==> config.mk <==
export PLATFORM = sky130hd
export DESIGN_NAME = bounded_double_ended_queue_unit
export DESIGN_NICKNAME = d
export VERILOG_FILES = /design/src/hdl/bdeq_pkg.sv /design/src/hdl/bdeq_cell.sv /design/src/hdl/bounded_double_ended_queue_unit.sv
export SDC_FILE = /design/constraint.sdc
export NUM_CORES = 1
export LEC_CHECK = 0
export ABC_AREA = 1
export BUFFER_PORTS_ARGS = -buffer_cell sky130_fd_sc_hd__buf_2
export CELL_PAD_IN_SITES_DETAIL_PLACEMENT = 1
export CELL_PAD_IN_SITES_GLOBAL_PLACEMENT = 1
export CORE_UTILIZATION = 43
export DETAILED_ROUTE_END_ITERATION = 8
export PLACE_DENSITY_LB_ADDON = 0.25
export SLEW_MARGIN = 20
export SYNTH_ARGS = -nofsm -noshare
export SYNTH_HDL_FRONTEND = slang
export SYNTH_SLANG_ARGS = --single-unit
==> constraint.sdc <==
create_clock -name clk -period 5.45 [get_ports clk]
set_input_delay 0.2725 -clock clk [delete_from_list [all_inputs] [get_ports clk]]
set_output_delay 0.2725 -clock clk [all_outputs]
set_load 0.01 [all_outputs]
==> src/hdl/bdeq_pkg.sv <==
// Shared types and codes for the bounded double-ended queue.
package bdeq_pkg;

  // Queue geometry
  localparam int CAPACITY   = 16;
  localparam int WORD_BITS  = 32;
  localparam int COUNT_BITS = $clog2(CAPACITY + 1);

  // Command codes carried by an input item
  localparam logic [1:0] CMD_PUSH_FRONT = 2'd0;
  localparam logic [1:0] CMD_PUSH_BACK  = 2'd1;
  localparam logic [1:0] CMD_POP_FRONT  = 2'd2;
  localparam logic [1:0] CMD_POP_BACK   = 2'd3;

  // Per-cell update modes
  localparam logic [1:0] MODE_HOLD       = 2'd0;
  localparam logic [1:0] MODE_FROM_LEFT  = 2'd1;
  localparam logic [1:0] MODE_FROM_RIGHT = 2'd2;
  localparam logic [1:0] MODE_LOAD       = 2'd3;

  // Result status codes
  localparam logic STATUS_OK    = 1'b0;
  localparam logic STATUS_ERROR = 1'b1;

  typedef struct packed {
    logic [1:0]           command;
    logic [WORD_BITS-1:0] value;
  } in_item_t;

  typedef struct packed {
    logic                  status;
    logic [WORD_BITS-1:0]  popped_value;
    logic [COUNT_BITS-1:0] count;
    logic                  is_empty;
    logic [WORD_BITS-1:0]  front_value;
    logic [WORD_BITS-1:0]  back_value;
  } out_item_t;

endpackage

==> src/hdl/bdeq_cell.sv <==
// One storage cell of the queue chain: holds a word, takes a neighbour's or a new one.
module bdeq_cell #(
  parameter int WORD_BITS = 32
) (
  input  logic                 clk,
  input  logic [1:0]           mode,
  input  logic [WORD_BITS-1:0] left_word,
  input  logic [WORD_BITS-1:0] right_word,
  input  logic [WORD_BITS-1:0] load_word,
  output logic [WORD_BITS-1:0] cell_word
);
  import bdeq_pkg::*;

  logic [WORD_BITS-1:0] word_r;
  logic [WORD_BITS-1:0] word_nxt;

  // Pick the next word by mode
  always_comb begin
    unique case (mode)
      MODE_HOLD:       word_nxt = word_r;
      MODE_FROM_LEFT:  word_nxt = left_word;
      MODE_FROM_RIGHT: word_nxt = right_word;
      MODE_LOAD:       word_nxt = load_word;
    endcase
  end

  // Payload only: no reset
  always_ff @(posedge clk) begin
    word_r <= word_nxt;
  end

  assign cell_word = word_r;

endmodule

==> src/hdl/bounded_double_ended_queue_unit.sv <==
// Top level of the bounded double-ended queue built as a chain of shifting cells.
//
// The queue keeps its words in a row of CAPACITY cells with the front word always in
// the first cell and a count of words held. A push at the front shifts the whole row
// one cell towards the back, a pop at the front shifts it one cell towards the front,
// a push at the back loads only the cell picked by the count, a pop at the back changes
// no cell and only lowers the count. Each input item gives exactly one result item. An
// item updates the cells in the cycle it is accepted; the result is formed from the
// updated cells and held in an output register once that register can take it. It is
// formed separately because the back word is read from the cell chain through the
// single count-addressed read mux. A new item is taken while an earlier result still
// waits in the output register; intake stops once an item is accepted until its result
// moves into that register, and during reset. Pushes into a full queue and pops from an
// empty one return status error and leave the queue as it was. No clearing pass runs
// after reset: only cells below the count are ever read.
module bounded_double_ended_queue_unit (
  input  logic                clk,
  input  logic                rst_n,
  input  logic                in_valid,
  output logic                in_ready,
  input  bdeq_pkg::in_item_t  in_item,
  output logic                out_valid,
  input  logic                out_ready,
  output bdeq_pkg::out_item_t out_item
);
  import bdeq_pkg::*;

  localparam int CW = COUNT_BITS;
  localparam int IW = $clog2(CAPACITY);

  logic [WORD_BITS-1:0] cell_q [CAPACITY];
  logic [1:0]           cell_mode [CAPACITY];
  logic [WORD_BITS-1:0] push_word;

  logic [CW-1:0]        count_r, count_nxt;
  logic                 busy_r;
  logic                 out_valid_r;
  logic                 pend_status_r, pend_status_nxt;
  logic [WORD_BITS-1:0] pend_popped_r, pend_popped_nxt;
  out_item_t            out_r;

  logic          accept;
  logic          advance;
  logic          full;
  logic          empty;
  logic [IW-1:0] back_idx;
  logic [WORD_BITS-1:0] back_word;

  assign push_word = in_item.value;
  assign full      = (count_r == CW'(CAPACITY));
  assign empty     = (count_r == '0);
  assign back_idx  = IW'(count_r - CW'(1));
  assign back_word = cell_q[back_idx];

  assign in_ready  = rst_n && !busy_r;
  assign accept    = in_valid && in_ready;
  assign advance   = busy_r && (!out_valid_r || out_ready);

  // Decode the item into cell modes, new count and pending result
  always_comb begin
    for (int i = 0; i < CAPACITY; i++) begin
      cell_mode[i] = MODE_HOLD;
    end
    count_nxt       = count_r;
    pend_status_nxt = pend_status_r;
    pend_popped_nxt = pend_popped_r;
    if (accept) begin
      pend_status_nxt = STATUS_OK;
      pend_popped_nxt = '0;
      unique case (in_item.command)
        CMD_PUSH_FRONT: begin
          if (full) begin
            pend_status_nxt = STATUS_ERROR;
          end else begin
            for (int i = 0; i < CAPACITY; i++) begin
              cell_mode[i] = MODE_FROM_LEFT;
            end
            count_nxt = count_r + CW'(1);
          end
        end
        CMD_PUSH_BACK: begin
          if (full) begin
            pend_status_nxt = STATUS_ERROR;
          end else begin
            for (int i = 0; i < CAPACITY; i++) begin
              if (count_r == CW'(i)) cell_mode[i] = MODE_LOAD;
            end
            count_nxt = count_r + CW'(1);
          end
        end
        CMD_POP_FRONT: begin
          if (empty) begin
            pend_status_nxt = STATUS_ERROR;
          end else begin
            pend_popped_nxt = cell_q[0];
            for (int i = 0; i < CAPACITY; i++) begin
              cell_mode[i] = MODE_FROM_RIGHT;
            end
            count_nxt = count_r - CW'(1);
          end
        end
        CMD_POP_BACK: begin
          if (empty) begin
            pend_status_nxt = STATUS_ERROR;
          end else begin
            pend_popped_nxt = back_word;
            count_nxt = count_r - CW'(1);
          end
        end
      endcase
    end
  end

  // Chain of cells: front in cell 0, new front word enters from the left
  for (genvar g = 0; g < CAPACITY; g++) begin : g_cell
    logic [WORD_BITS-1:0] left_w;
    logic [WORD_BITS-1:0] right_w;
    if (g == 0) begin : g_first
      assign left_w = push_word;
    end else begin : g_inner_l
      assign left_w = cell_q[g-1];
    end
    if (g == CAPACITY - 1) begin : g_last
      assign right_w = cell_q[g];
    end else begin : g_inner_r
      assign right_w = cell_q[g+1];
    end
    bdeq_cell #(.WORD_BITS(WORD_BITS)) u_cell (
      .clk        (clk),
      .mode       (cell_mode[g]),
      .left_word  (left_w),
      .right_word (right_w),
      .load_word  (push_word),
      .cell_word  (cell_q[g])
    );
  end

  // Control state
  always_ff @(posedge clk) begin
    if (!rst_n) begin
      count_r     <= '0;
      busy_r      <= 1'b0;
      out_valid_r <= 1'b0;
    end else begin
      count_r <= count_nxt;
      if (accept) begin
        busy_r <= 1'b1;
      end else if (advance) begin
        busy_r <= 1'b0;
      end
      if (advance) begin
        out_valid_r <= 1'b1;
      end else if (out_ready) begin
        out_valid_r <= 1'b0;
      end
    end
  end

  // Pending result and output register
  always_ff @(posedge clk) begin
    pend_status_r <= pend_status_nxt;
    pend_popped_r <= pend_popped_nxt;
    if (advance) begin
      out_r.status       <= pend_status_r;
      out_r.popped_value <= pend_popped_r;
      out_r.count        <= count_r;
      out_r.is_empty     <= empty;
      out_r.front_value  <= empty ? '0 : cell_q[0];
      out_r.back_value   <= empty ? '0 : back_word;
    end
  end

  assign out_valid = out_valid_r;
  assign out_item  = out_r;

  // Checks
  a_count_bound: assert property (@(posedge clk) disable iff (!rst_n)
    count_r <= CW'(CAPACITY))
    else $error("count exceeds capacity");

  a_push_grows: assert property (@(posedge clk) disable iff (!rst_n)
    accept && !full &&
    (in_item.command == CMD_PUSH_FRONT || in_item.command == CMD_PUSH_BACK)
    |=> count_r == $past(count_r) + CW'(1))
    else $error("successful push did not grow the count");

  a_error_holds: assert property (@(posedge clk) disable iff (!rst_n)
    accept && ((full && (in_item.command == CMD_PUSH_FRONT ||
                         in_item.command == CMD_PUSH_BACK)) ||
               (empty && (in_item.command == CMD_POP_FRONT ||
                          in_item.command == CMD_POP_BACK)))
    |=> $stable(count_r) && pend_status_r == STATUS_ERROR)
    else $error("rejected item changed the count");

  a_empty_result: assert property (@(posedge clk) disable iff (!rst_n)
    out_valid_r && out_r.is_empty |-> out_r.count == '0 &&
    out_r.front_value == '0 && out_r.back_value == '0)
    else $error("empty result carries words");

endmodule

==> flow_metrics.py, run 1 <==
metrics = {
    "outcome": {
        "status": "finished clean",
    },
    "clocking": {
        "cts_sinks": 655,
        "tritoncts": "built",
        "cts_htree_levels": 3,
        "cts-buffers-inserted": 75,
        "cts.path.max_buffers": 3,
        "clk_pin_slew_worst_paths_ps": 60,
        "clk_root_buffer_cell": "sky130_fd_sc_hd__clkbuf_16",
        "clk_latency_ps": 650,
    },
    "synthesis": {
        "synthesis.instances": 4395,
        "synth.avg_cell_area_sq_um": 8.18,
        "postSynthNetCount": 4439,
        "post_synthesis_cell_area_sq_um": 35900,
        "yosys.area.top_type": "sky130_fd_sc_hd__edfxtp_1",
        "synth_top_family_by_area": "simple AND/OR/NAND/NOR gates",
        "muxShareOfSynthArea_pct": 0,
        "synthTopCellsByArea": "sky130_fd_sc_hd__edfxtp_1 (54%), sky130_fd_sc_hd__nand2_1 (14%), sky130_fd_sc_hd__nand3_1 (9.9%)",
        "yosysUniqueCellTypes": 30,
        "seq_total_area_yosys_pct": 54.5,
        "synth_warnings": 0,
        "synth_xor_area_share_pct": 0.0244,
        "synth_compound_gate_area_share_pct": 7.94,
        "synth_top_cell_area_share_pct": 54.1,
        "synth_adder_area_share_pct": 0.209,
        "synth_simple_gate_area_share_pct": 29.1,
        "ys_ff_latch": 655,
    },
    "placement": {
        "post-dp-hpwl_um": 92100,
        "finalWeightedCongestion": 0.925,
        "postPlaceCellArea_sq_um": 37200,
        "place.port_buffers": 142,
    },
    "global_route": {
        "globalRoute.totalOverflow": 0,
        "grt_pass1_vias": 33800,
        "wire_length_of_the_first_global_routing_pass_um": 219000,
        "grt_max_degree": 155,
        "global_routing_usage_summed_across_all_routing_layers_pct": 34.6,
        "antenna_found_initial": 4,
    },
    "pwr": {
        "seq_power_share_pct": 45.5,
        "vdd_drop_max_mv": 0.234,
        "cellInternalPower_mw": 9.14,
        "power.net_switching_mw": 3.90,
        "power_per_cell_area_nw_per_um2": 329,
        "share_comb_of_total_power_pct": 15.5,
        "power.switching_fraction_pct": 29.9,
        "clock_power_share_pct": 39.1,
        "static-leakage-power_nw": 16.4,
    },
    "critical_path": {
        "worst-path-max-fanout": 111,
        "critPathKind": "flop to flop",
        "r2r_slack_ps": 790,
        "slowest_delay_ps": 800,
        "critical_path.reg2reg.startpoint": "count_r[0]",
        "crit_buf_inv": 4,
        "path_cells": "inv_8 > ha_4 > inv_1 > nor2_4 > nand2_4 > nand3_4 > nand2_2 > buf_4 > nand2_1 > buf_4 > nand2_1 > nand3_1",
        "start_kind": "flop",
        "worst-endpoint-arrival_ps": 5020,
        "critPathSlowestCell": "sky130_fd_sc_hd__dfxtp_4",
        "timing.critical_path.max_delay_family": "simple AND/OR/NAND/NOR gates",
        "cp-startpoint": "count_r[0]",
        "req_time_crit_path_ps": 5810,
        "worstSetupEndpointType": "flop",
    },
    "detailed_routing": {
        "final_antenna_net_count": 0,
        "drt_wl_total_um": 148000,
        "average_via_count_per_standard_cell": 6.08,
        "drt_drc_violations_left": 0,
        "drt-pass1-iter-count": 6,
        "route.vias.total": 33400,
        "wire_per_inst_um": 26.9,
        "drt_first_iter_violations": 3415,
    },
    "sta": {
        "setup_violations": 0,
        "final_period_minus_worst_setup_slack_ps": 4660,
        "timing.fmax_mhz": 215,
        "timing.final.max_slew_violations": 0,
        "finalHoldViolations": 0,
        "worst_slew_pin_slew_ps": 1190,
        "slew_headroom_pct": 20.3,
        "fin_tns_setup_ps": 0,
        "final.setup_skew_ps": 29.1,
        "period_share_pct": 85.5,
        "grt_setup_unrepaired": "false",
    },
    "floorplanning": {
        "initial_core_util_pct": 43.6,
        "die_width_um": 291,
        "row_count": 105,
        "ios": 143,
        "die_area_sq_um": 84700,
        "die_height_um": 291,
        "placeable_core_region_sq_um": 82400,
    },
    "layout": {
        "seqCellArea_sq_um": 19600,
        "multi_input_area_sq_um": 13600,
        "layout-drive-gt1-share_pct": 8.60,
        "postLayoutCoreUtil_pct": 48.1,
        "layout-area-overhead-vs-synth_pct": 10.3,
        "nNetsFinal": 4409,
        "final_design_area_no_fill_sq_um": 39600,
        "fillers": 9880,
    },
    "hold_path": {
        "hold_class": "primary input to flop",
        "hold_path_startpoint": "in_item[1]",
    },
    "run": {
        "drv.max_cap_violation_count": 0,
    },
}
==> placed cells by master (no fill, tap or decap), types with 20 or more instances in the layout <==
cell and n:
sky130_fd_sc_hd__o21ai_1 88, sky130_fd_sc_hd__o21ai_0 177, sky130_fd_sc_hd__inv_1 369, sky130_fd_sc_hd__nand2_1 1278, sky130_fd_sc_hd__a21oi_1 296, sky130_fd_sc_hd__buf_2 142
sky130_fd_sc_hd__nand3_1 710, sky130_fd_sc_hd__nor2_1 361, sky130_fd_sc_hd__buf_4 66, sky130_fd_sc_hd__nand4_1 67, sky130_fd_sc_hd__nand2_2 20, sky130_fd_sc_hd__edfxtp_1 648
sky130_fd_sc_hd__clkbuf_16 76
==> worst reg2reg max path, delay by kind of cell (launching register included) <==
kind	cells	cell delay, ps
AND/OR/NAND/NOR	7	1820
buffers and inverters	4	1400
flip-flops	1	800
adder cells (fa/ha/maj)	1	360
==> metal layers <==
metal	GRT usage, %	wire (um)	vias up
met5	0	0	-
met4	21.2	9970	0
met3	5.06	12400	391
met2	54.7	67700	1707
met1	44.8	57900	16700
li1	-	-	14600
==> metrics by stage <==
stage,total power [mW],hold slack (ps),worst slack [ps],std cells
6_report,13.0,85.2,793,5491
5_1_grt,13.3,88.3,597,5489
4_1_cts,13.0,75.0,854,5488
3_5_place_dp,7.99,406,910,5356
3_3_place_gp,7.94,402,955,5355
2_1_floorplan,7.13,393,132,4395
==> power by group through the flow <==
stage | logic, mW | clock network, mW | registers, mW
finish | 2.02 | 5.09 | 5.93
global route | 2.12 | 5.28 | 5.95
CTS | 1.96 | 5.13 | 5.93
detailed placement | 1.95 | 0 | 6.04
global placement | 1.90 | 0 | 6.04
floorplan | 1.13 | 0 | 6.00
==> synthesized netlist by cell type <==
master	number
sky130_fd_sc_hd__inv_2	10
sky130_fd_sc_hd__nand3_1	710
sky130_fd_sc_hd__ha_1	6
sky130_fd_sc_hd__nor2_2	2
sky130_fd_sc_hd__nand3b_1	1
sky130_fd_sc_hd__xor2_1	1
sky130_fd_sc_hd__dfxtp_1	7
sky130_fd_sc_hd__inv_1	370
sky130_fd_sc_hd__nor2_1	362
sky130_fd_sc_hd__buf_2	130
sky130_fd_sc_hd__buf_4	27
sky130_fd_sc_hd__nor3_2	2
sky130_fd_sc_hd__buf_1	34
sky130_fd_sc_hd__a31oi_1	1
sky130_fd_sc_hd__nor2_4	6
sky130_fd_sc_hd__buf_6	5
sky130_fd_sc_hd__a21oi_1	297
sky130_fd_sc_hd__nand3_2	8
sky130_fd_sc_hd__o31ai_1	1
sky130_fd_sc_hd__a21oi_2	3
sky130_fd_sc_hd__nand2_2	11
sky130_fd_sc_hd__nand4_1	67
sky130_fd_sc_hd__clkbuf_1	125
sky130_fd_sc_hd__edfxtp_1	648
sky130_fd_sc_hd__nand3_4	1
sky130_fd_sc_hd__o21ai_1	88
sky130_fd_sc_hd__nand2_4	1
sky130_fd_sc_hd__clkbuf_2	1
sky130_fd_sc_hd__o21ai_0	177
sky130_fd_sc_hd__nand2_1	1293
==> repair_timing <==
action | in CTS | in global routing
resized for setup | 0 | 0
hold buffers | 2 | 0
buffers inserted | 0 | 0
endpoints found under the hold margin | 7 | 0
==> path summary, 6_finish.rpt <==
kind,end,depth (start not counted)
setup / recovery,g_cell[6].u_cell.cell_word[29],12
hold reg to reg,out_item[100],0
hold / removal,g_cell[12].u_cell.cell_word[1],3
setup reg to reg,g_cell[6].u_cell.cell_word[29],12
==> final cells by class <==
type | instances | area share, %
multi-input cells | 3038 | 34.2
repair buffers | 215 | 3.37
clock buffers | 90 | 4.93
well taps | 1070 | 3.38
inverters | 380 | 3.64
clock inverters | 40 | 0.998
flip-flops and latches | 655 | 49.5
diodes | 3 | 0.0189
==> registers in the layout, summed over array words and instances (netlist names) <==
signal,cells
busy_r,1
count_r,5
g_cell.u_cell.cell_word,512
out_item,103
out_valid,1
pend_popped_r,32
pend_status_r,1
==> cell families after synthesis <==
logic type,count (synthesis)
AO/OA/AOI/OAI,567
AND/OR/NAND/NOR,2464
flip-flops,655
adder cells (fa/ha/maj),6
XOR/XNOR,1
buffers and inverters,702
Power figures use the tool's default switching activity.
==> run 2: changes to the inputs <==
--- a/config.mk
+++ b/config.mk
@@ -5,11 +5,10 @@
 export SDC_FILE = /design/constraint.sdc
 export NUM_CORES = 1
 export LEC_CHECK = 0
-export ABC_AREA = 1
 export BUFFER_PORTS_ARGS = -buffer_cell sky130_fd_sc_hd__buf_2
 export CELL_PAD_IN_SITES_DETAIL_PLACEMENT = 1
 export CELL_PAD_IN_SITES_GLOBAL_PLACEMENT = 1
-export CORE_UTILIZATION = 43
+export CORE_UTILIZATION = 47
 export DETAILED_ROUTE_END_ITERATION = 8
 export PLACE_DENSITY_LB_ADDON = 0.25
 export SLEW_MARGIN = 20
==> flow_metrics.py, run 2 <==
metrics = {
    "outcome": {
        "status": "finished clean",
    },
    "floorplanning": {
        "placeable_core_region_sq_um": 71600,
        "die_width_um": 271,
        "die_area_sq_um": 73500,
        "ios": 143,
        "row_count": 98,
        "die_height_um": 271,
        "initial_core_util_pct": 47.5,
    },
    "clocking": {
        "tritoncts": "built",
        "clk_root_buffer_cell": "sky130_fd_sc_hd__clkbuf_16",
        "hold_buffers": 3,
        "cts_resized": 0,
        "cts_sinks": 655,
        "cts.path.max_buffers": 3,
        "clk_pin_slew_worst_paths_ps": 60,
        "cts-buffers-inserted": 74,
        "postCtsSetupBuffers": 0,
        "clk_latency_ps": 630,
        "cts_htree_levels": 3,
    },
    "detailed_routing": {
        "wire_per_inst_um": 32.3,
        "route.vias.total": 25400,
        "final_antenna_net_count": 0,
        "drt-pass1-iter-count": 7,
        "drt_wl_total_um": 117000,
        "average_via_count_per_standard_cell": 7.04,
        "drt_first_iter_violations": 3802,
        "drt_drc_violations_left": 0,
    },
    "global_route": {
        "antenna_found_initial": 2,
        "globalRoute.totalOverflow": 0,
        "global_routing_usage_summed_across_all_routing_layers_pct": 31.5,
        "grt_max_degree": 175,
        "grt_pass1_vias": 26200,
        "wire_length_of_the_first_global_routing_pass_um": 173000,
        "grt_most_used_layer": "met2",
        "gr-usage-met3_pct": 4.39,
        "use_met1_pct": 41.6,
        "global_route.usage.met2_pct": 51.9,
    },
    "synthesis": {
        "synthTopCellsByArea": "sky130_fd_sc_hd__edfxtp_1 (57%), sky130_fd_sc_hd__mux4_2 (6.4%), sky130_fd_sc_hd__a22o_1 (4.9%)",
        "synth_warnings": 0,
        "postSynthNetCount": 2646,
        "synth.avg_cell_area_sq_um": 13.1,
        "post-synth-top-count-cell": "sky130_fd_sc_hd__edfxtp_1",
        "yosys.area.top_type": "sky130_fd_sc_hd__edfxtp_1",
        "synthesis.instances": 2602,
        "synth-edff-count": 648,
        "seq_total_area_yosys_pct": 57.6,
        "yosysUniqueCellTypes": 59,
        "asyncSetResetFlopFracSynth_pct": 0,
        "synth_top_cell_area_share_pct": 57.2,
        "post_synthesis_cell_area_sq_um": 34000,
        "ys_ff_latch": 655,
        "synth_top_flop_cell": "sky130_fd_sc_hd__edfxtp_1",
        "synth.top_cells.by_count": "sky130_fd_sc_hd__edfxtp_1 (648), sky130_fd_sc_hd__inv_1 (260), sky130_fd_sc_hd__a22o_1 (191)",
    },
    "sta": {
        "worst_slew_pin_slew_ps": 1180,
        "fin_tns_setup_ps": 0,
        "setup_violations": 0,
        "timing.fmax_mhz": 251,
        "final_period_minus_worst_setup_slack_ps": 3990,
        "grt_setup_unrepaired": "false",
        "slew_headroom_pct": 21.3,
        "timing.final.max_slew_violations": 0,
        "finalHoldViolations": 0,
        "period_share_pct": 73.2,
        "final.setup_skew_ps": 25.1,
    },
    "pwr": {
        "totalPowerFinal_mw": 12.6,
        "static-leakage-power_nw": 13.8,
        "power_per_cell_area_nw_per_um2": 332,
        "vdd_drop_max_mv": 0.186,
    },
    "hold_path": {
        "hold_path_startpoint": "out_ready",
        "hold_class": "primary input to flop",
    },
    "placement": {
        "postPlaceCellArea_sq_um": 35500,
        "finalWeightedCongestion": 0.871,
        "post-dp-hpwl_um": 66500,
        "place.port_buffers": 142,
    },
    "critical_path": {
        "worst-path-max-fanout": 33,
        "start_kind": "flop",
        "worst-endpoint-arrival_ps": 4360,
        "req_time_crit_path_ps": 5830,
        "worstSetupEndpointType": "flop",
        "critPathKind": "flop to flop",
        "critical_path.reg2reg.startpoint": "count_r[0]",
        "cp-startpoint": "count_r[0]",
    },
    "layout": {
        "layout_commonest_cell": "sky130_fd_sc_hd__edfxtp_1",
        "postLayoutCoreUtil_pct": 53.0,
        "layout-area-overhead-vs-synth_pct": 11.5,
        "final_design_area_no_fill_sq_um": 37900,
        "layout-drive-gt1-share_pct": 20.3,
        "layout_common_cells": "sky130_fd_sc_hd__edfxtp_1 (648), sky130_fd_sc_hd__inv_1 (259), sky130_fd_sc_hd__a22o_1 (191)",
        "nNetsFinal": 2647,
        "flip_flop_count_of_the_largest_register_after_layout": 512,
    },
    "run": {
        "drv.max_cap_violation_count": 0,
    },
}
## run 2: cell types whose count changed after synthesis, sizes merged, moves of 160 or more
cell	before	now
nor2	370	22
a21oi	300	34
a22o	0	191
a21o	0	160
nand3	719	64
a222oi	0	160
nand2	1305	52
## run 2: final cells by class
cell class / instances / area, sq um
timing repair buffer: 221 / 1410
tap: 950 / 1190
clock inverter: 39 / 382
clock buffer: 92 / 1980
antenna: 1 / 2.50
sequential: 655 / 19600
fill: 7084 / 33700
multi-input combinational: 1389 / 12400
inverter: 262 / 986
## run 2: logic make-up after synthesis
family | count (synthesis) | share of synthesized area, %
AOI/OAI and AO/OA | 898 | 20.5
DFF | 655 | 57.6
buffers and inverters | 558 | 7.07
and+or+nand+nor | 252 | 3.95
muxes | 226 | 10.5
xor gates and xnor gates | 7 | 0.180
adders and majority gates | 6 | 0.221
## run 2: through the flow
step | hold WS [ps] | std cells | worst slack [ps]
final | 49.4 | 3609 | 1460
after detailed placement | 405 | 3474 | 1480
after floorplan | 390 | 2602 | 463
after global placement | 401 | 3474 | 1530
after global routing | 73.4 | 3608 | 1340
after CTS | 20.1 | 3608 | 1470
## run 2: report_power, final
part           internal (mW)  switching, mW
clock                   2.88           2.15
sequential              5.78          0.130
combinational          0.570           1.08
total                   9.23           3.36
## run 2: critical path: stages, from the launching register on
cell and delay, ps:
sky130_fd_sc_hd__dfxtp_4 750, sky130_fd_sc_hd__inv_1 230, sky130_fd_sc_hd__ha_1 380, sky130_fd_sc_hd__xor2_4 880, sky130_fd_sc_hd__buf_4 360, sky130_fd_sc_hd__mux4_2 310, sky130_fd_sc_hd__o2111ai_1 420, sky130_fd_sc_hd__a21oi_1 170
sky130_fd_sc_hd__a22o_1 230
## run 2: path summary, 6_finish.rpt
check / cells past startpoint / end / slack [ps]
setup / recovery: 8 / pend_popped_r[26] / 1460
hold / removal: 3 / out_valid / 50
setup reg to reg: 8 / pend_popped_r[26] / 1460
hold reg to reg: 0 / out_item[102] / 420
## run 2: per-layer routing
metal | part of all wire (%) | vias up
li1 | - | 10300
met1 | 38 | 13200
met2 | 49 | 1567
met3 | 9.0 | 287
met4 | 3.9 | 0
met5 | 0 | -
